--- config.mk ---
export PLATFORM = sky130hd
export DESIGN_NAME = blink_hold_command_trigger_flat
export DESIGN_NICKNAME = d
export VERILOG_FILES = /design/src/rtl/core/bhct_pkg.sv /design/src/rtl/core/bhct_chan_if.sv /design/src/rtl/core/blink_hold_command_trigger.sv /design/src/rtl/core/bhct_ctrl.sv /design/src/flat_wrapper.sv
export SDC_FILE = /design/constraint.sdc
export NUM_CORES = 1
export LEC_CHECK = 0
export ABC_CLOCK_PERIOD_IN_PS = 5100
export BUFFER_PORTS_ARGS = -buffer_cell sky130_fd_sc_hd__buf_4
export CAP_MARGIN = 20
export CORE_UTILIZATION = 62
export DETAILED_ROUTE_END_ITERATION = 10
export GPL_ROUTABILITY_DRIVEN = 1
export GPL_TIMING_DRIVEN = 0
export PLACE_DENSITY = 0.83
export SLEW_MARGIN = 30
export SYNTH_ARGS = -nofsm -noshare
export SYNTH_HDL_FRONTEND = slang
export SYNTH_SLANG_ARGS = --single-unit
--- constraint.sdc ---
create_clock -name clk -period 5.1 [get_ports clk]
set_input_delay 0.255 -clock clk [delete_from_list [all_inputs] [get_ports clk]]
set_output_delay 0.255 -clock clk [all_outputs]
set_load 0.005 [all_outputs]
--- src/rtl/core/bhct_pkg.sv ---
// ----------------------------------------------------------------------------
// bhct_pkg
// Types and codes shared by the blink-hold command trigger.
// ----------------------------------------------------------------------------
package bhct_pkg;

  localparam int unsigned CFG_W = 8;   // width of the tick registers

  // opcodes of an input transaction
  localparam logic [1:0] OP_BLINK  = 2'd0;
  localparam logic [1:0] OP_STATUS = 2'd1;
  localparam logic [1:0] OP_TICK   = 2'd2;
  localparam logic [1:0] OP_NONE   = 2'd3;

  // status report codes
  localparam logic [1:0] ST_PICK_OK  = 2'd0;
  localparam logic [1:0] ST_PLACE_OK = 2'd1;

  // result actions
  localparam logic [1:0] ACT_NONE  = 2'd0;
  localparam logic [1:0] ACT_BEEP  = 2'd1;
  localparam logic [1:0] ACT_PICK  = 2'd2;
  localparam logic [1:0] ACT_PLACE = 2'd3;

  // configuration register indexes
  localparam logic REG_HOLD_TICKS  = 1'b0;
  localparam logic REG_DELAY_TICKS = 1'b1;

  typedef struct packed {
    logic [1:0] opcode;
    logic       eye_closed_sample;
    logic [1:0] status_code;
  } in_item_t;

  typedef struct packed {
    logic [1:0] action;
    logic       object_held;
  } out_item_t;

  typedef struct packed {
    logic busy;
    logic pending;
  } ctrl_status_t;

endpackage

--- src/rtl/core/bhct_chan_if.sv ---
// ----------------------------------------------------------------------------
// bhct_chan_if
// Valid/ready channel carrying one payload of type T.
// ----------------------------------------------------------------------------
interface bhct_chan_if #(
  parameter type T = logic
);
  logic valid;
  logic ready;
  T     data;

  modport source (output valid, output data, input ready);
  modport sink   (input valid, input data, output ready);
endinterface

--- src/rtl/core/blink_hold_command_trigger.sv ---
// ----------------------------------------------------------------------------
// blink_hold_command_trigger
// Turns eye-blink samples and timer ticks into beep and pick/place commands.
// ----------------------------------------------------------------------------
//  port     dir  kind         payload
//  in_ch    in   valid/ready  opcode, eye_closed_sample, status_code
//  out_ch   out  valid/ready  action, object_held
//  cfg_*    in   write only   index 0 hold_ticks, index 1 delay_ticks
//
// One transaction per cycle unless out_ch stalls; its result is in the output
// register the cycle after acceptance, state update and decode in one pass.
// in_ch.ready stays high while the output register is empty or being drained.
// rst_n is synchronous: all flags and counters clear, registers load 75 / 38.
// ----------------------------------------------------------------------------
module blink_hold_command_trigger #(
  parameter int unsigned COUNTER_BITS = 8
) (
  input  logic                       clk,
  input  logic                       rst_n,
  bhct_chan_if.sink                  in_ch,
  bhct_chan_if.source                out_ch,
  input  logic                       cfg_we,
  input  logic                       cfg_index,
  input  logic [bhct_pkg::CFG_W-1:0] cfg_wdata
);

  logic [bhct_pkg::CFG_W-1:0] hold_ticks_r;
  logic [bhct_pkg::CFG_W-1:0] delay_ticks_r;
  logic                       out_valid_r;
  bhct_pkg::out_item_t        out_data_r;
  bhct_pkg::out_item_t        result;
  bhct_pkg::ctrl_status_t     status;
  logic                       in_ready;
  logic                       in_acc;

  assign in_ready = !out_valid_r || out_ch.ready;
  assign in_acc   = in_ch.valid && in_ready;

  always_ff @(posedge clk) begin
    if (!rst_n) begin
      hold_ticks_r  <= bhct_pkg::CFG_W'(75);
      delay_ticks_r <= bhct_pkg::CFG_W'(38);
    end else if (cfg_we) begin
      if (cfg_index == bhct_pkg::REG_HOLD_TICKS) begin
        hold_ticks_r <= cfg_wdata;
      end else if (cfg_index == bhct_pkg::REG_DELAY_TICKS) begin
        delay_ticks_r <= cfg_wdata;
      end
    end
  end

  bhct_ctrl #(
    .COUNTER_BITS (COUNTER_BITS)
  ) u_ctrl (
    .clk         (clk),
    .rst_n       (rst_n),
    .item_en     (in_acc),
    .item        (in_ch.data),
    .hold_ticks  (hold_ticks_r),
    .delay_ticks (delay_ticks_r),
    .result      (result),
    .status      (status)
  );

  always_ff @(posedge clk) begin
    if (!rst_n) begin
      out_valid_r <= 1'b0;
    end else if (in_acc) begin
      out_valid_r <= 1'b1;
    end else if (out_ch.ready) begin
      out_valid_r <= 1'b0;
    end
  end

  always_ff @(posedge clk) begin
    if (in_acc) begin
      out_data_r <= result;
    end
  end

  assign in_ch.ready  = in_ready;
  assign out_ch.valid = out_valid_r;
  assign out_ch.data  = out_data_r;

`ifndef NO_ASSERTIONS
  // busy is only entered from the pending phase and both leave together
  a_busy_implies_pending: assert property (@(posedge clk) disable iff (!rst_n)
    status.busy |-> status.pending)
    else $error("busy without pending command");

  // a pick is issued only with no object held, a place only with one held
  a_cmd_matches_held: assert property (@(posedge clk) disable iff (!rst_n)
    (out_ch.valid && (out_ch.data.action == bhct_pkg::ACT_PICK ||
                      out_ch.data.action == bhct_pkg::ACT_PLACE))
    |-> (out_ch.data.object_held == (out_ch.data.action == bhct_pkg::ACT_PLACE)))
    else $error("command does not match held flag");

  // while busy, a tick produces no action
  a_busy_tick_silent: assert property (@(posedge clk) disable iff (!rst_n)
    (in_acc && status.busy && in_ch.data.opcode == bhct_pkg::OP_TICK)
    |=> (out_ch.valid && out_ch.data.action == bhct_pkg::ACT_NONE))
    else $error("action emitted while busy");
`endif

endmodule

--- src/rtl/core/bhct_ctrl.sv ---
// ----------------------------------------------------------------------------
// bhct_ctrl
// Blink/hold/delay state and the next-state logic for one transaction.
// ----------------------------------------------------------------------------
module bhct_ctrl #(
  parameter int unsigned COUNTER_BITS = 8
) (
  input  logic                        clk,
  input  logic                        rst_n,
  input  logic                        item_en,
  input  bhct_pkg::in_item_t          item,
  input  logic [bhct_pkg::CFG_W-1:0]  hold_ticks,
  input  logic [bhct_pkg::CFG_W-1:0]  delay_ticks,
  output bhct_pkg::out_item_t         result,
  output bhct_pkg::ctrl_status_t      status
);

  localparam int unsigned CMP_W = (COUNTER_BITS > bhct_pkg::CFG_W) ?
                                  COUNTER_BITS : bhct_pkg::CFG_W;

  logic eye_r, eye_nxt;
  logic changed_r, changed_nxt;
  logic timing_r, timing_nxt;
  logic beep_r, beep_nxt;
  logic pending_r, pending_nxt;
  logic held_r, held_nxt;
  logic busy_r, busy_nxt;
  logic [COUNTER_BITS-1:0] hold_cnt_r, hold_cnt_nxt;
  logic [COUNTER_BITS-1:0] delay_cnt_r, delay_cnt_nxt;

  logic [COUNTER_BITS-1:0] hold_inc, delay_inc;
  logic                    hold_met, delay_met;
  logic [1:0]              act;

  // saturating increments
  assign hold_inc  = (hold_cnt_r == '1)  ? hold_cnt_r  : hold_cnt_r + 1'b1;
  assign delay_inc = (delay_cnt_r == '1) ? delay_cnt_r : delay_cnt_r + 1'b1;

  assign hold_met  = CMP_W'(hold_inc)  >= CMP_W'(hold_ticks);
  assign delay_met = CMP_W'(delay_inc) >= CMP_W'(delay_ticks);

  always_comb begin
    eye_nxt       = eye_r;
    changed_nxt   = changed_r;
    timing_nxt    = timing_r;
    beep_nxt      = beep_r;
    pending_nxt   = pending_r;
    held_nxt      = held_r;
    busy_nxt      = busy_r;
    hold_cnt_nxt  = hold_cnt_r;
    delay_cnt_nxt = delay_cnt_r;
    act           = bhct_pkg::ACT_NONE;

    unique case (item.opcode)
      bhct_pkg::OP_BLINK: begin
        if (!busy_r) begin
          eye_nxt     = item.eye_closed_sample;
          changed_nxt = 1'b1;
        end
      end
      bhct_pkg::OP_STATUS: begin
        if (item.status_code == bhct_pkg::ST_PICK_OK) begin
          held_nxt = 1'b1;
        end else if (item.status_code == bhct_pkg::ST_PLACE_OK) begin
          held_nxt = 1'b0;
        end
        pending_nxt = 1'b0;
        busy_nxt    = 1'b0;
      end
      bhct_pkg::OP_TICK: begin
        if (!busy_r) begin
          changed_nxt = 1'b0;
          if (pending_r) begin
            delay_cnt_nxt = delay_inc;
            if (delay_met) begin
              act        = held_r ? bhct_pkg::ACT_PLACE : bhct_pkg::ACT_PICK;
              timing_nxt = 1'b0;
              busy_nxt   = 1'b1;
            end
          end else begin
            if (timing_r) begin
              hold_cnt_nxt = hold_inc;
            end
            if (timing_r && hold_met) begin
              if (!beep_r) begin
                act      = bhct_pkg::ACT_BEEP;
                beep_nxt = 1'b1;
              end else if (!eye_r) begin
                // eye reopened after the beep: start the delay
                delay_cnt_nxt = '0;
                pending_nxt   = 1'b1;
                beep_nxt      = 1'b0;
              end
            end else if (!eye_r) begin
              timing_nxt = 1'b0;
            end else if (changed_r) begin
              hold_cnt_nxt = '0;
              timing_nxt   = 1'b1;
            end
          end
        end
      end
      default: begin
      end
    endcase
  end

  always_ff @(posedge clk) begin
    if (!rst_n) begin
      eye_r       <= 1'b0;
      changed_r   <= 1'b0;
      timing_r    <= 1'b0;
      beep_r      <= 1'b0;
      pending_r   <= 1'b0;
      held_r      <= 1'b0;
      busy_r      <= 1'b0;
      hold_cnt_r  <= '0;
      delay_cnt_r <= '0;
    end else if (item_en) begin
      eye_r       <= eye_nxt;
      changed_r   <= changed_nxt;
      timing_r    <= timing_nxt;
      beep_r      <= beep_nxt;
      pending_r   <= pending_nxt;
      held_r      <= held_nxt;
      busy_r      <= busy_nxt;
      hold_cnt_r  <= hold_cnt_nxt;
      delay_cnt_r <= delay_cnt_nxt;
    end
  end

  assign result.action      = act;
  assign result.object_held = held_nxt;
  assign status.busy        = busy_r;
  assign status.pending     = pending_r;

endmodule

--- src/flat_wrapper.sv ---
// flat-port wrapper written by rule: the top's interface ports become plain ports
module blink_hold_command_trigger_flat 
#(
  parameter int unsigned COUNTER_BITS = 8
)
  (clk, rst_n, cfg_we, cfg_index, cfg_wdata, in_ch_valid, in_ch_data, in_ch_ready, out_ch_valid, out_ch_data, out_ch_ready);
  bhct_chan_if #(.T(bhct_pkg::in_item_t)) in_ch_i ();
  bhct_chan_if #(.T(bhct_pkg::out_item_t)) out_ch_i ();
  input  logic clk;
  input  logic rst_n;
  input  logic cfg_we;
  input  logic cfg_index;
  input  logic [bhct_pkg::CFG_W-1:0] cfg_wdata;
  input wire logic [$bits(in_ch_i.valid)-1:0] in_ch_valid;
  input wire logic [$bits(in_ch_i.data)-1:0] in_ch_data;
  output wire logic [$bits(in_ch_i.ready)-1:0] in_ch_ready;
  output wire logic [$bits(out_ch_i.valid)-1:0] out_ch_valid;
  output wire logic [$bits(out_ch_i.data)-1:0] out_ch_data;
  input wire logic [$bits(out_ch_i.ready)-1:0] out_ch_ready;
  assign in_ch_i.valid = in_ch_valid;
  assign in_ch_i.data = in_ch_data;
  assign in_ch_ready = in_ch_i.ready;
  assign out_ch_valid = out_ch_i.valid;
  assign out_ch_data = out_ch_i.data;
  assign out_ch_i.ready = out_ch_ready;
  blink_hold_command_trigger #(.COUNTER_BITS(COUNTER_BITS)) u_core (.clk(clk), .rst_n(rst_n), .in_ch(in_ch_i), .out_ch(out_ch_i), .cfg_we(cfg_we), .cfg_index(cfg_index), .cfg_wdata(cfg_wdata));
endmodule
==> metrics.log <==
[metrics] total setup buffers inserted after CTS: 0
[metrics] portion of total power attributed to the clock network: 35.5%
[metrics] list of cells traversed by the critical path: ha_1 -> buf_2 -> nand2_1 -> nor3_1 -> xor2_1 -> ha_1 -> nand2b_4 -> a2111oi_4 -> o211ai_2 -> a311oi_2 -> a21o_1
[metrics] final critical path time including I/O delays and setup: 3.30 ns
[metrics] crit path launch: u_core.u_ctrl.hold_cnt_r[0]$_SDFFE_PN0P_
[metrics] largest fanout on the critical path: 9
[metrics] leakage power total: 1.26 nW
[metrics] post-CTS clock slew at the launch and capture registers of the worst setup and hold paths: 0.09 ns
[metrics] data arrival time of the critical path: approximately 3.6 ns
[metrics] cell class contributing the biggest share of worst-path delay: compound AO/OA/AOI/OAI gates
[metrics] maximum number of pins on one net before global-route repair: 13
[metrics] Hold Path Depth: 3
[metrics] final core utilization: 73.4%
[metrics] overall power after layout: 0.000669 W
[metrics] final hold violations: 0
[metrics] IR Drop Worst-Case VDD: 0.237 mV
[metrics] post-route non-filler standard cell count: 407
[metrics] Slew @ Worst Pin: 0.623 ns
[metrics] post-synth net total: 367
[metrics] async set-or-reset flop fraction in the synthesized netlist: 0%
[metrics] FF-to-FF path depth: 11
[metrics] total track usage: 27.4%
[metrics] placement row count: 23
[metrics] clock sink total: 43
[metrics] total number of nets in the final design: 396
[metrics] final setup fails: 0
[metrics] vertical die dimension: 67.4 µm
[metrics] crit path setup slack, layout: 1.80 ns
[metrics] vias after detailed routing: 2389
[metrics] Reg power frac: 53.4%
[metrics] starting utilization of the core area: 65.3%
[metrics] first-pass GRT wire length: 9270 µm
[metrics] Top-Level Pins: 24
[metrics] library cell with the largest summed area after synthesis: sky130_fd_sc_hd__dfxtp_1
[metrics] antenna violations before repair: 0
[metrics] synthesized area divided by synthesized cell count: just over 8 µm²
[metrics] worst min path class: in2reg
[metrics] full die area: ~4500 µm²
[metrics] number of enable flip-flop cells after synthesis: 3
[metrics] number of warnings printed during yosys synthesis: 0
[metrics] count of filler cells inserted in the layout: 350
[metrics] Max-cap violations: 0
[metrics] placement-stage worst setup slack: around 1.9 ns
[metrics] Critical Path End Type: register
[metrics] core footprint: 4060 µm²
[metrics] global placer's final weighted congestion: 0.838
[metrics] CP startpoint kind: register
[metrics] antenna diode count: 0
[metrics] Final TNS setup: 0 ns
[metrics] Bufs and invs on worst path: 1
[metrics] number of hold buffers added after cts: 0
[metrics] Detail Placement HPWL: between 4000 and 5000 µm
[metrics] unique cell type count in the Yosys netlist: 57
[metrics] post-synthesis sequential element count: 43
[metrics] run status: complete, no violations
[metrics] later-pin clock latency in the skew report: 0.30 ns
[metrics] initial drt markers: 195
[metrics] Pre-Repair DR Iteration Count: 4
[metrics] Syn Inst Count: approximately 330
[metrics] Avg Vias per Cell: 5.87
[metrics] WP data required: 5.35 ns
[metrics] synth top area cells: sky130_fd_sc_hd__dfxtp_1 30%, sky130_fd_sc_hd__ha_1 9.9%, sky130_fd_sc_hd__nand2_1 7.1%, sky130_fd_sc_hd__a21oi_1 4.5%, sky130_fd_sc_hd__inv_1 3.5%
[metrics] fraction of synthesized cell area taken by the top area cell type: 30.2%
[metrics] achievable frequency: 0.303 GHz
[metrics] share of the yosys chip area belonging to registers: 33.6%
[metrics] top cells by count, synth: 50 x sky130_fd_sc_hd__nand2_1, 40 x sky130_fd_sc_hd__dfxtp_1, 25 x sky130_fd_sc_hd__inv_1
[metrics] share of cells above drive strength 1: 13.4%
[metrics] Root Buffer Master: sky130_fd_sc_hd__clkbuf_8
[metrics] Final Max Slew Viols: 0
[metrics] switching portion of total power: 24.1%
[metrics] Syn-to-layout area delta: 12.4%
[metrics] GRT Residual Overflow: 0
[metrics] Worst Hold Endpoint: u_core.delay_ticks_r[2]$_SDFFE_PN1P_
[metrics] clock skew: approximately 0.011 ns
[metrics] Port Buf Inserts: 22
[metrics] critical path's most frequent cell: sky130_fd_sc_hd__ha_1
[metrics] number of resized instances in the post-cts repair step: 0
[metrics] largest stage delay on the critical path: 0.55 ns
[metrics] Cell Count Post-Placement: approximately 400
[metrics] WS Path Type: reg2reg
[metrics] DRC violations left: 0
[metrics] Multi-input gate area: 1590 µm²
[metrics] setup slack on the worst flop-to-flop path: around 1.8 ns
[metrics] power density normalized to cell area: 225 nW/µm²
[metrics] vias in the first global route: roughly 2100
[metrics] Max-Slew Margin vs Limit: 58.3%
[metrics] Die X: 67.4 µm
[metrics] netlist area before placement: 2650 µm²
[metrics] level count of the clock H-tree: 2
[metrics] Top FF cell, synth: sky130_fd_sc_hd__dfxtp_1
[metrics] cts bufs inserted: 5
[metrics] Max clock buf depth: 2
[metrics] Comb power frac: approximately 11%
[metrics] combined flip-flop and latch cell area: approximately 890 µm²
[metrics] source of the worst hold timing path: cfg_wdata[2]
[metrics] routed wire length: approximately 5600 µm
[metrics] RSZ-0062 raised after global routing: no
[metrics] most frequently used cell type in the post-synthesis netlist: sky130_fd_sc_hd__nand2_1
[metrics] TritonCTS clock tree: built
[metrics] cell type of the slowest stage on the worst timing path: sky130_fd_sc_hd__a311oi_2
[metrics] post-detailed-route wirelength per cell: 13.9 µm
[metrics] final cycle utilization of the critical path: 64.8%
[metrics] design internal power: 0.000508 W
[metrics] post-route ant nets: 0
[metrics] worst flop-to-flop path endpoint: u_core.u_ctrl.delay_cnt_r[4]$_SDFFE_PN0P_
[metrics] Reg-to-Reg Start: u_core.u_ctrl.hold_cnt_r[0]$_SDFFE_PN0P_
[metrics] net switching power figure: about 0.00016 W
-- final cells by class --
cell class              instances  share of cell area, %
clock buffers                   8                   3.36
flip-flops and latches         43                   29.9
well taps                      50                   2.10
multi-input cells             243                   53.4
inverters                      26                   3.28
repair buffers                 22                   5.55
plain buffers                  15                   2.39
-- tightest hold or removal path: cells and delay by family --
kind,cells,cell delay (ns)
AO/OA/AOI/OAI,1,0.07
buffers and inverters,1,0.08
AND/OR/NAND/NOR,1,0.04
-- placed cells by master, fill, tap and decap left out, drive strengths merged, types with 3 or more instances in the layout --
master	count
a2111oi	3
a21o	3
a21oi	24
a311oi	3
and3	8
and4	4
buf	31
clkbuf	14
dfxtp	40
edfxtp	3
ha	21
inv	26
nand2	50
nand2b	6
nand3	17
nand4	3
nor2	16
nor2b	3
nor3	11
o211ai	10
o21a	9
o21ai	16
o2bb2ai	3
xor2	5
-- cells by family (layout without fill, tap and decap cells) --
logic type               after synthesis  in the layout  share of synthesized area, %
multiplexers                           3              3                          1.18
AND/OR/NAND/NOR                      127            127                          23.9
XOR/XNOR                               6              6                          1.98
adder cells (fa/ha/maj)               21             21                          9.91
flip-flops                            43             43                          33.6
buffers and inverters                 41             71                          6.37
AO/OA/AOI/OAI                         86             86                          23.0
-- power groups by stage --
stage | Clock [W] | Combinational (W) | Sequential (W)
floorplan | 0 | 0.0000463 | 0.000364
global placement | 0 | 0.0000717 | 0.000365
detailed placement | 0 | 0.0000738 | 0.000365
CTS | 0.000244 | 0.0000740 | 0.000357
global route | 0.000255 | 0.0000834 | 0.000359
finish | 0.000238 | 0.0000740 | 0.000358
-- worst max-delay path by stage --
stage / to / cells past startpoint
after global routing: u_core.u_ctrl.delay_cnt_r[2]$_SDFFE_PN0P_ / 11
after global placement: u_core.u_ctrl.delay_cnt_r[2]$_SDFFE_PN0P_ / 11
final: u_core.u_ctrl.delay_cnt_r[4]$_SDFFE_PN0P_ / 11
after CTS: u_core.u_ctrl.delay_cnt_r[4]$_SDFFE_PN0P_ / 11
after floorplan: u_core.u_ctrl.delay_cnt_r[3]$_SDFFE_PN0P_ / 12
after detailed placement: u_core.u_ctrl.delay_cnt_r[4]$_SDFFE_PN0P_ / 11
-- sequential cells by signal (all words and copies together), names as in the netlist --
name                       cells
u_core.u_ctrl.changed_r        1
u_core.hold_ticks_r            8
u_core.u_ctrl.timing_r         1
u_core.u_ctrl.pending_r        1
u_core.u_ctrl.held_r           1
u_core.delay_ticks_r           8
u_core.u_ctrl.hold_cnt_r       8
u_core.u_ctrl.delay_cnt_r      8
u_core.out_ch.data             3
u_core.u_ctrl.busy_r           1
u_core.u_ctrl.eye_r            1
u_core.out_ch.valid            1
u_core.u_ctrl.beep_r           1
-- stage by stage --
stage,hold WS (ns),area [µm²]
final,0.176,2980
after detailed placement,0.449,2880
after global placement,0.442,2880
after CTS,0.175,2980
after floorplan,0.379,2650
after global routing,0.186,2980
-- layer usage --
layer	GRT usage (%)	wire, µm	vias up	share of wire [%]
li1	-	-	1224	-
met1	33.8	2620	1116	46
met2	45.8	2720	39	48
met3	5.57	202	10	3.6
met4	12.2	110	0	1.9
met5	0	0	-	0
(Power assumes the default switching activity.)
